[config.mk]
export PLATFORM = sky130hd
export DESIGN_NAME = gray_world_white_balance_top
export DESIGN_NICKNAME = d
export VERILOG_FILES = /design/src/gwwb_pkg.sv /design/src/gray_world_white_balance_top.sv /design/src/gwwb_ctrl.sv /design/src/gwwb_datapath.sv
export SDC_FILE = /design/constraint.sdc
export NUM_CORES = 2
export LEC_CHECK = 0
export BUFFER_PORTS_ARGS = -buffer_cell sky130_fd_sc_hd__buf_4
export CAP_MARGIN = 20
export CORE_MARGIN = 5
export CORE_UTILIZATION = 40
export CTS_CLUSTER_DIAMETER = 80
export DETAILED_ROUTE_END_ITERATION = 6
export PLACE_DENSITY = 0.52
export SLEW_MARGIN = 20
export SYNTH_ARGS = -nofsm -noshare
export SYNTH_HDL_FRONTEND = slang
export SYNTH_HIERARCHICAL = 1
export SYNTH_SLANG_ARGS = --single-unit
[constraint.sdc]
create_clock -name i_clk -period 6.5 [get_ports i_clk]
set_input_delay 0.65 -clock i_clk [delete_from_list [all_inputs] [get_ports i_clk]]
set_output_delay 0.65 -clock i_clk [all_outputs]
set_load 0.1 [all_outputs]
[src/gwwb_pkg.sv]
`default_nettype none

package gwwb_pkg;

    // Pixel channel width
    localparam int PIX_W = 8;
    // Running sum width, saturating
    localparam int SUM_W = 32;
    // Sum bias: 25.5 levels in half-level units
    localparam logic [SUM_W-1:0] SUM_BIAS = 32'd51;
    // Gain register ceiling after a division
    localparam int GAIN_SAT_W = 16;
    localparam logic [GAIN_SAT_W-1:0] GAIN_MAX = 16'hFFFF;
    // Default fraction bits of the gains
    localparam int GAIN_FRAC_BITS_DEF = 12;
    // Quotient bits produced by the divider (two above the saturated width)
    localparam int QUO_BITS = GAIN_SAT_W + 2;
    localparam int CNT_W = $clog2(QUO_BITS);
    // Width of the sum of all three channel sums
    localparam int ALL_W = SUM_W + 2;
    // Width of 3 * channel sum
    localparam int DEN_W = SUM_W + 2;

    typedef enum logic [2:0] {
        ST_IDLE,
        ST_ALL,
        ST_DEN,
        ST_NUM,
        ST_DIV,
        ST_WR
    } t_state;

    typedef enum logic [1:0] {
        CH_RED,
        CH_GREEN,
        CH_BLUE
    } t_chan;

    // Controller to datapath commands
    typedef struct packed {
        logic  acc;       // measure item accepted: add into the sums
        logic  adj;       // adjust item accepted: start the gain multiply
        logic  ld_all;    // register the total of the three sums
        logic  ld_den;    // register 3 * sum of the current channel
        logic  ld_num;    // load numerator and shifted divisor
        logic  div_step;  // one restoring division step
        logic  wr_gain;   // write the quotient into the channel gain
        logic  clr_sums;  // reload the sums with the bias
        t_chan ch;        // channel under division
    } t_cmd;

    // Datapath to controller status
    typedef struct packed {
        logic pipe_rdy;   // adjust pipeline can take an item this cycle
    } t_stat;

endpackage

`default_nettype wire

[src/gray_world_white_balance_top.sv]
`default_nettype none

// Gray-world white balance for 8-bit RGB. Send a frame of measure items
// (tuser 0) and mark its final pixel with tlast: the block sums the channels
// and, after that final pixel, computes one 4.12-style gain per channel
// (GAIN_FRACTION_BITS fraction bits, saturating at 0xFFFF). Then send adjust
// items (tuser 1): each returns one corrected pixel, rounded to nearest and
// clamped to 255, with tlast copied. Measure items produce no output. Both
// kinds are taken at one item per cycle while no gain update runs and the
// adjust pipeline has room; adjust results pass through a two-register
// pipeline. After the last measure item, the input stalls while a single
// shared restoring divider, one quotient bit per cycle, computes the three
// gains (a channel total, then per channel a denominator, a numerator, 18
// steps and a gain write). Until a frame is measured the gains are unity.
module gray_world_white_balance_top #(
    parameter int GAIN_FRACTION_BITS = gwwb_pkg::GAIN_FRAC_BITS_DEF
) (
    input  wire logic        i_clk,
    input  wire logic        i_rst_n,
    input  wire logic        i_s_tvalid,
    output logic             o_s_tready,
    input  wire logic [23:0] i_s_tdata,   // red[7:0], green[15:8], blue[23:16]
    input  wire logic        i_s_tuser,   // action: 0 measure, 1 adjust
    input  wire logic        i_s_tlast,   // last pixel of the frame in this pass
    output logic             o_m_tvalid,
    input  wire logic        i_m_tready,
    output logic [23:0]      o_m_tdata,   // out_red[7:0], out_green[15:8], out_blue[23:16]
    output logic             o_m_tlast    // out_last
);
    import gwwb_pkg::*;

    t_cmd  w_cmd;
    t_stat w_stat;

    gwwb_ctrl u_ctrl (
        .i_clk    (i_clk),
        .i_rst_n  (i_rst_n),
        .i_valid  (i_s_tvalid),
        .i_action (i_s_tuser),
        .i_last   (i_s_tlast),
        .o_ready  (o_s_tready),
        .i_stat   (w_stat),
        .o_cmd    (w_cmd)
    );

    gwwb_datapath #(
        .GAIN_FRACTION_BITS (GAIN_FRACTION_BITS)
    ) u_datapath (
        .i_clk   (i_clk),
        .i_rst_n (i_rst_n),
        .i_cmd   (w_cmd),
        .o_stat  (w_stat),
        .i_red   (i_s_tdata[7:0]),
        .i_green (i_s_tdata[15:8]),
        .i_blue  (i_s_tdata[23:16]),
        .i_last  (i_s_tlast),
        .o_valid (o_m_tvalid),
        .i_ready (i_m_tready),
        .o_red   (o_m_tdata[7:0]),
        .o_green (o_m_tdata[15:8]),
        .o_blue  (o_m_tdata[23:16]),
        .o_last  (o_m_tlast)
    );

endmodule

`default_nettype wire

[src/gwwb_ctrl.sv]
`default_nettype none

module gwwb_ctrl (
    input  wire logic          i_clk,
    input  wire logic          i_rst_n,
    input  wire logic          i_valid,
    input  wire logic          i_action,
    input  wire logic          i_last,
    output logic               o_ready,
    input  wire gwwb_pkg::t_stat i_stat,
    output gwwb_pkg::t_cmd     o_cmd
);
    import gwwb_pkg::*;

    t_state           r_state, n_state;
    t_chan            r_ch, n_ch;
    logic [CNT_W-1:0] r_cnt, n_cnt;
    logic             w_fire;

    // State, channel and step counter registers
    always_ff @(posedge i_clk) begin
        if (!i_rst_n) begin
            r_state <= ST_IDLE;
            r_ch    <= CH_RED;
            r_cnt   <= '0;
        end else begin
            r_state <= n_state;
            r_ch    <= n_ch;
            r_cnt   <= n_cnt;
        end
    end

    assign o_ready = (r_state == ST_IDLE) && i_stat.pipe_rdy;
    assign w_fire  = i_valid && o_ready;

    // Next state and commands
    always_comb begin
        n_state = r_state;
        n_ch    = r_ch;
        n_cnt   = r_cnt;
        o_cmd   = '0;
        o_cmd.ch = r_ch;
        case (r_state)
            ST_IDLE: begin
                if (w_fire) begin
                    if (i_action) begin
                        o_cmd.adj = 1'b1;
                    end else begin
                        o_cmd.acc = 1'b1;
                        if (i_last) begin
                            n_state = ST_ALL;
                        end
                    end
                end
            end
            ST_ALL: begin
                o_cmd.ld_all = 1'b1;
                n_ch    = CH_RED;
                n_state = ST_DEN;
            end
            ST_DEN: begin
                o_cmd.ld_den = 1'b1;
                n_state = ST_NUM;
            end
            ST_NUM: begin
                o_cmd.ld_num = 1'b1;
                n_cnt   = '0;
                n_state = ST_DIV;
            end
            ST_DIV: begin
                o_cmd.div_step = 1'b1;
                n_cnt = r_cnt + CNT_W'(1);
                if (r_cnt == CNT_W'(QUO_BITS - 1)) begin
                    n_state = ST_WR;
                end
            end
            ST_WR: begin
                o_cmd.wr_gain = 1'b1;
                if (r_ch == CH_BLUE) begin
                    o_cmd.clr_sums = 1'b1;
                    n_state = ST_IDLE;
                end else begin
                    n_ch    = t_chan'(r_ch + 2'd1);
                    n_state = ST_DEN;
                end
            end
            default: begin
                n_state = ST_IDLE;
            end
        endcase
    end

    // A last measure item always starts the gain update
    a_last_starts: assert property (@(posedge i_clk) disable iff (!i_rst_n)
        (w_fire && !i_action && i_last) |=> (r_state == ST_ALL))
        else $error("last measure item did not start gain update");

    // Divider steps stay within the quotient width
    a_cnt_bound: assert property (@(posedge i_clk) disable iff (!i_rst_n)
        (r_state == ST_DIV) |-> (r_cnt < CNT_W'(QUO_BITS)))
        else $error("divider step count out of range");

    // Blue is the final channel; its write returns to idle
    a_blue_ends: assert property (@(posedge i_clk) disable iff (!i_rst_n)
        (r_state == ST_WR && r_ch == CH_BLUE) |=> (r_state == ST_IDLE))
        else $error("gain update did not end after blue");

endmodule

`default_nettype wire

[src/gwwb_datapath.sv]
`default_nettype none

module gwwb_datapath #(
    parameter int GAIN_FRACTION_BITS = gwwb_pkg::GAIN_FRAC_BITS_DEF
) (
    input  wire logic                         i_clk,
    input  wire logic                         i_rst_n,
    input  wire gwwb_pkg::t_cmd               i_cmd,
    output gwwb_pkg::t_stat                   o_stat,
    input  wire logic [gwwb_pkg::PIX_W-1:0]   i_red,
    input  wire logic [gwwb_pkg::PIX_W-1:0]   i_green,
    input  wire logic [gwwb_pkg::PIX_W-1:0]   i_blue,
    input  wire logic                         i_last,
    output logic                              o_valid,
    input  wire logic                         i_ready,
    output logic [gwwb_pkg::PIX_W-1:0]        o_red,
    output logic [gwwb_pkg::PIX_W-1:0]        o_green,
    output logic [gwwb_pkg::PIX_W-1:0]        o_blue,
    output logic                              o_last
);
    import gwwb_pkg::*;

    localparam int F      = GAIN_FRACTION_BITS;
    // Gain register holds the unity value 2^F as well as the saturated ceiling
    localparam int GAIN_W = (F + 1 > GAIN_SAT_W) ? F + 1 : GAIN_SAT_W;
    localparam int PROD_W = PIX_W + GAIN_W;
    localparam int NUM_W  = ALL_W + F + 1;
    localparam int DIV_W  = DEN_W + QUO_BITS - 1;
    localparam int REM_W  = (NUM_W > DIV_W) ? NUM_W : DIV_W;
    localparam int HI_W   = PROD_W + 1 - F;
    localparam logic [GAIN_W-1:0] GAIN_ONE = GAIN_W'(1) << F;
    localparam logic [PROD_W:0]   ROUND_C  = (PROD_W + 1)'(1) << (F - 1);

    logic [SUM_W-1:0]    r_sum  [3];
    logic [GAIN_W-1:0]   r_gain [3];
    logic [ALL_W-1:0]    r_all;
    logic [DEN_W-1:0]    r_den;
    logic [REM_W-1:0]    r_rem;
    logic [REM_W-1:0]    r_div;
    logic [QUO_BITS-1:0] r_quo;
    logic [PROD_W-1:0]   r_prod [3];
    logic                r_p1_valid;
    logic                r_p1_last;
    logic                r_out_valid;
    logic [PIX_W-1:0]    r_out [3];
    logic                r_out_last;

    logic [PIX_W-1:0]    w_pix  [3];
    logic [SUM_W:0]      w_acc  [3];
    logic [PIX_W-1:0]    w_res  [3];
    logic [REM_W:0]      w_diff;
    logic [SUM_W-1:0]    w_own;
    logic [GAIN_W-1:0]   w_new_gain;
    logic                w_adv;

    assign w_pix[0] = i_red;
    assign w_pix[1] = i_green;
    assign w_pix[2] = i_blue;

    // Saturating accumulate of 2 * level
    always_comb begin
        for (int c = 0; c < 3; c++) begin
            w_acc[c] = {1'b0, r_sum[c]} + (SUM_W + 1)'({w_pix[c], 1'b0});
        end
    end

    // Sums and gains
    always_ff @(posedge i_clk) begin
        if (!i_rst_n) begin
            for (int c = 0; c < 3; c++) begin
                r_sum[c]  <= SUM_BIAS;
                r_gain[c] <= GAIN_ONE;
            end
        end else begin
            if (i_cmd.acc) begin
                for (int c = 0; c < 3; c++) begin
                    r_sum[c] <= w_acc[c][SUM_W] ? '1 : w_acc[c][SUM_W-1:0];
                end
            end
            if (i_cmd.clr_sums) begin
                for (int c = 0; c < 3; c++) begin
                    r_sum[c] <= SUM_BIAS;
                end
            end
            if (i_cmd.wr_gain) begin
                r_gain[i_cmd.ch] <= w_new_gain;
            end
        end
    end

    // Divider: restoring, one quotient bit per step, divisor shifts right
    assign w_own  = r_sum[i_cmd.ch];
    assign w_diff = {1'b0, r_rem} - {1'b0, r_div};
    assign w_new_gain = (|r_quo[QUO_BITS-1:GAIN_SAT_W]) ? GAIN_W'(GAIN_MAX)
                                                       : GAIN_W'(r_quo[GAIN_SAT_W-1:0]);

    always_ff @(posedge i_clk) begin
        if (i_cmd.ld_all) begin
            r_all <= ALL_W'(r_sum[0]) + ALL_W'(r_sum[1]) + ALL_W'(r_sum[2]);
        end
        if (i_cmd.ld_den) begin
            r_den <= DEN_W'(w_own) + DEN_W'({w_own, 1'b0});
        end
        if (i_cmd.ld_num) begin
            r_rem <= REM_W'({r_all, {F{1'b0}}}) + REM_W'(r_den >> 1);
            r_div <= REM_W'({r_den, {(QUO_BITS - 1){1'b0}}});
            r_quo <= '0;
        end
        if (i_cmd.div_step) begin
            if (!w_diff[REM_W]) begin
                r_rem <= w_diff[REM_W-1:0];
            end
            r_quo <= {r_quo[QUO_BITS-2:0], !w_diff[REM_W]};
            r_div <= r_div >> 1;
        end
    end

    // Adjust pipeline: multiply stage, then round/clamp into the output register
    assign w_adv           = !r_out_valid || i_ready;
    assign o_stat.pipe_rdy = !r_p1_valid || w_adv;

    always_comb begin
        logic [PROD_W:0] sum;
        logic [HI_W-1:0] hi;
        for (int c = 0; c < 3; c++) begin
            sum = {1'b0, r_prod[c]} + ROUND_C;
            hi  = sum[PROD_W:F];
            w_res[c] = (hi > HI_W'(255)) ? '1 : hi[PIX_W-1:0];
        end
    end

    always_ff @(posedge i_clk) begin
        if (!i_rst_n) begin
            r_p1_valid  <= 1'b0;
            r_out_valid <= 1'b0;
        end else begin
            if (i_cmd.adj) begin
                r_p1_valid <= 1'b1;
            end else if (w_adv) begin
                r_p1_valid <= 1'b0;
            end
            if (w_adv) begin
                r_out_valid <= r_p1_valid;
            end
        end
    end

    always_ff @(posedge i_clk) begin
        if (i_cmd.adj) begin
            for (int c = 0; c < 3; c++) begin
                r_prod[c] <= PROD_W'(w_pix[c]) * PROD_W'(r_gain[c]);
            end
            r_p1_last <= i_last;
        end
        if (w_adv && r_p1_valid) begin
            for (int c = 0; c < 3; c++) begin
                r_out[c] <= w_res[c];
            end
            r_out_last <= r_p1_last;
        end
    end

    assign o_valid = r_out_valid;
    assign o_red   = r_out[0];
    assign o_green = r_out[1];
    assign o_blue  = r_out[2];
    assign o_last  = r_out_last;

    // Controller never issues two of these commands at once (clr_sums comes with wr_gain)
    a_cmd_excl: assert property (@(posedge i_clk) disable iff (!i_rst_n)
        $onehot0({i_cmd.acc, i_cmd.adj, i_cmd.ld_all, i_cmd.ld_den,
                  i_cmd.ld_num, i_cmd.div_step, i_cmd.wr_gain}))
        else $error("overlapping controller commands");

    // Sums are back at the bias after a gain update
    a_sums_reload: assert property (@(posedge i_clk) disable iff (!i_rst_n)
        i_cmd.clr_sums |=> (r_sum[0] == SUM_BIAS && r_sum[1] == SUM_BIAS &&
                            r_sum[2] == SUM_BIAS))
        else $error("sums not reloaded with bias");

    // An adjust item is only taken when the pipeline has room
    a_adj_room: assert property (@(posedge i_clk) disable iff (!i_rst_n)
        i_cmd.adj |-> o_stat.pipe_rdy)
        else $error("adjust item taken into full pipeline");

endmodule

`default_nettype wire

==> impl_metrics.yaml <==
sta:
  finalHoldViolCount: 0
  rsz0062_at_grt: "false"
  fin_crit_ns: 5.85
  tns_ns: 0
  fin_worst_skew_ns: 0.0335
  fin_crit_sh_pct: 90.0
  timing.slew.headroom_pct: 26.8
  holdWs_ns: 0.225
  maxSlewViolCount: 0
  max_freq_mhz: 171
  finalWorstSetupSlack_ns: 0.648
  tightest_slew_ns: 1.10
  setup_viol: 0
critical_path:
  reg2reg_slack_ns: 0.65
  critPathMaxFanout: 8
  rr_endpoint: "u_datapath/r_prod[0][47]"
  r2r-start: "u_datapath/r_gain[1][5]"
  ff2ff_path_depth: 17
  criticalPathCategory: "reg2reg"
  cp.arrival_ns: 6.22
  start_kind: "flop"
  end_kind: "flop"
  required_ns: 6.87
place:
  gp_congestion: 0.832
  numPortBuffers: 56
  post-place-ws_ns: 0.425
  hpwlAfterDp_um: 71300
clock_tree:
  cts_tree: "built"
  cts_max_path_buffers: 3
  root_buffer: "clkbuf_16"
  post_cts_buffers: 0
  ctsHoldBuffers: 0
  clock_sinks: 409
  cts_resized: 0
  cts_buffers: 53
  htreeDepth: 2
  clock_latency_ns: 0.64
  path_clk_slew_ns: 0.06
synth:
  synth_cell_type_count: 86
  synthFlopType: "edfxtp_1"
  async_reset_ff_share_pct: 0
  synth_largest_area_cell: "edfxtp_1"
  synth_cells: 3846
  yosysWarnings: 6
  seq_area_frac_synth_pct: 29.4
  synth_area_per_cell_um2: 9.45
  ys_ff_latch: 409
  syn-num-nets: 4453
  synth_top_cells_by_area: "edfxtp_1 21%, fa_1 16%, ha_1 9.9%"
  synth_edf_count: 249
  netlist_area_um2: 36400
  yosysTopAreaCellShare_pct: 20.6
finish:
  ff_latch_area_um2: 10700
  area_growth_pct: 9.57
  fill_cells: 8808
  num_antenna_cells: 0
  final_cell_mix: "428 x inv_1, 370 x and2_1, 289 x ha_1, 288 x fa_1, 283 x nand2_1"
  final_common_cell: "inv_1"
  drive_above_1_share_pct: 6.12
  layout.nets: 4468
  multiInputGateArea_um2: 23600
power_and_ir_drop:
  ir_drop_mv: 0.251
  power_density_nw_per_um2: 237
  p_total_mw: 9.45
  leakagePower_nw: 17.4
routing:
  highest_layer: "met4"
  route.detailed.drc: 0
  route.met2.wl_um: 40800
  m1WireLength_um: 46500
  wl_met3_um: 2840
  wl_per_cell_um: 18.1
  vias: 26700
  dr.pass1.iters: 5
  drt_iter0_drc: 1692
  finalWirelength_um: 92100
  avgViaCountPerCell: 5.26
  detail-route-antenna-nets: 0
floorplanning:
  io_pins: 57
  start_util_pct: 40.3
  row_count: 110
  core_um2: 90100
  dieHeight_um: 311
  dieArea_um2: 97000
  die_w_um: 311
worst_hold_path:
  hold_path.class: "in2reg"
  whs_endpoint: "u_datapath/r_p1_last"
  min-delay-start: "i_s_tlast"
  whs_path_depth: 1
global_routing:
  overflow: 0
  grt_pass1_vias: 26800
  grt_max_degree: 87
  grt_usage_pct: 18.9
  antenna_found_initial: 0
  grt_first_pass_wirelength_um: 149000
outcome:
  status: "finished, final reports clean"
run:
  max-cap-violations: 0
## layout make-up
cell class	instances	area share (%)
Multi-Input combinational cell	2888	59.3
Inverter	430	4.05
Clock inverter	26	0.835
Tap cell	1176	3.69
Sequential cell	409	26.8
Clock buffer	73	3.78
Timing Repair Buffer	79	1.52
## power breakdown
group	switching, mW	internal (mW)
Sequential	0.176	3.05
Combinational	1.77	1.34
Clock	1.21	1.90
## logic make-up after synthesis
kind of cell	synth area share, %
and+or+nand+nor	17.7
AOI/OAI and AO/OA	13.7
adders and majority gates	25.8
buffers and inverters	5.80
DFF	29.4
xor gates and xnor gates	4.60
muxes	3.01
## flip-flops by register name, indices dropped and copies added, names as in the netlist
name and cells:
u_ctrl/r_state 3, u_datapath/o_valid 1, u_ctrl/r_ch 2, u_datapath/r_quo 18, u_datapath/r_p1_valid 1, u_datapath/r_gain 48, u_datapath/r_p1_last 1, u_datapath/r_rem 51
u_datapath/r_prod 39, u_datapath/r_out 24, u_datapath/r_div 51, u_datapath/o_last 1, u_datapath/r_den 34, u_datapath/r_all 34, u_ctrl/r_cnt 5, u_datapath/r_sum 96
## Yosys cell counts (42+ instances only)
library cell / count
inv_1: 429
and2_1: 370
ha_1: 289
fa_1: 288
nand2_1: 283
edfxtp_1: 249
nor2_1: 228
a21oi_1: 194
o21ai_0: 179
dfxtp_1: 160
xnor2_1: 130
clkbuf_1: 107
a21o_1: 93
nand3_1: 80
mux2i_1: 70
xor2_1: 61
nor3_1: 54
and3_1: 50
a31oi_1: 49
o21bai_1: 45
a211oi_1: 42
## per-layer routing
layer,track usage (%),up-vias
met1,28.0,13000
met2,29.8,391
li1,-,13200
met5,0,-
met4,4.66,0
met3,1.85,95
## how the worst max path moves through the flow
stage	startpoint	end	depth (start not counted)
after CTS	u_datapath/r_gain[1][5]	u_datapath/r_prod[0][47]	17
after global routing	u_datapath/r_gain[1][5]	u_datapath/r_prod[0][47]	17
after floorplan	u_datapath/o_valid	u_datapath/r_sum[1][26]	9
after global placement	i_s_tdata[12]	u_datapath/r_prod[0][47]	18
after detailed placement	i_s_tdata[12]	u_datapath/r_prod[0][47]	18
final	u_datapath/r_gain[1][5]	u_datapath/r_prod[0][47]	17
## stage by stage
| step | instance area (µm²) | cells | utilization [%] |
|---|---|---|---|
| after floorplan | 36400 | 3846 | - |
| final | 39800 | 5081 | 44.2 |
| after global routing | 39800 | 5081 | 44.2 |
| after global placement | 38000 | 4982 | 42.1 |
| after CTS | 39800 | 5081 | 44.2 |
| after detailed placement | 38000 | 4982 | 42.1 |
## critical path, stage by stage (launching register included)
cell and delay, ns:
edfxtp_1 0.53, and2_1 0.25, fa_1 0.56, fa_1 0.45, fa_1 0.55, inv_1 0.05
fa_1 0.52, inv_1 0.04, ha_1 0.30, o21a_1 0.19, o21ai_0 0.26, nor2_1 0.09
a221o_1 0.40, o311a_1 0.34, o31a_1 0.33, or4_1 0.43, a31oi_1 0.21, xnor2_1 0.08
No activity file was read; power rests on OpenSTA's default activity.
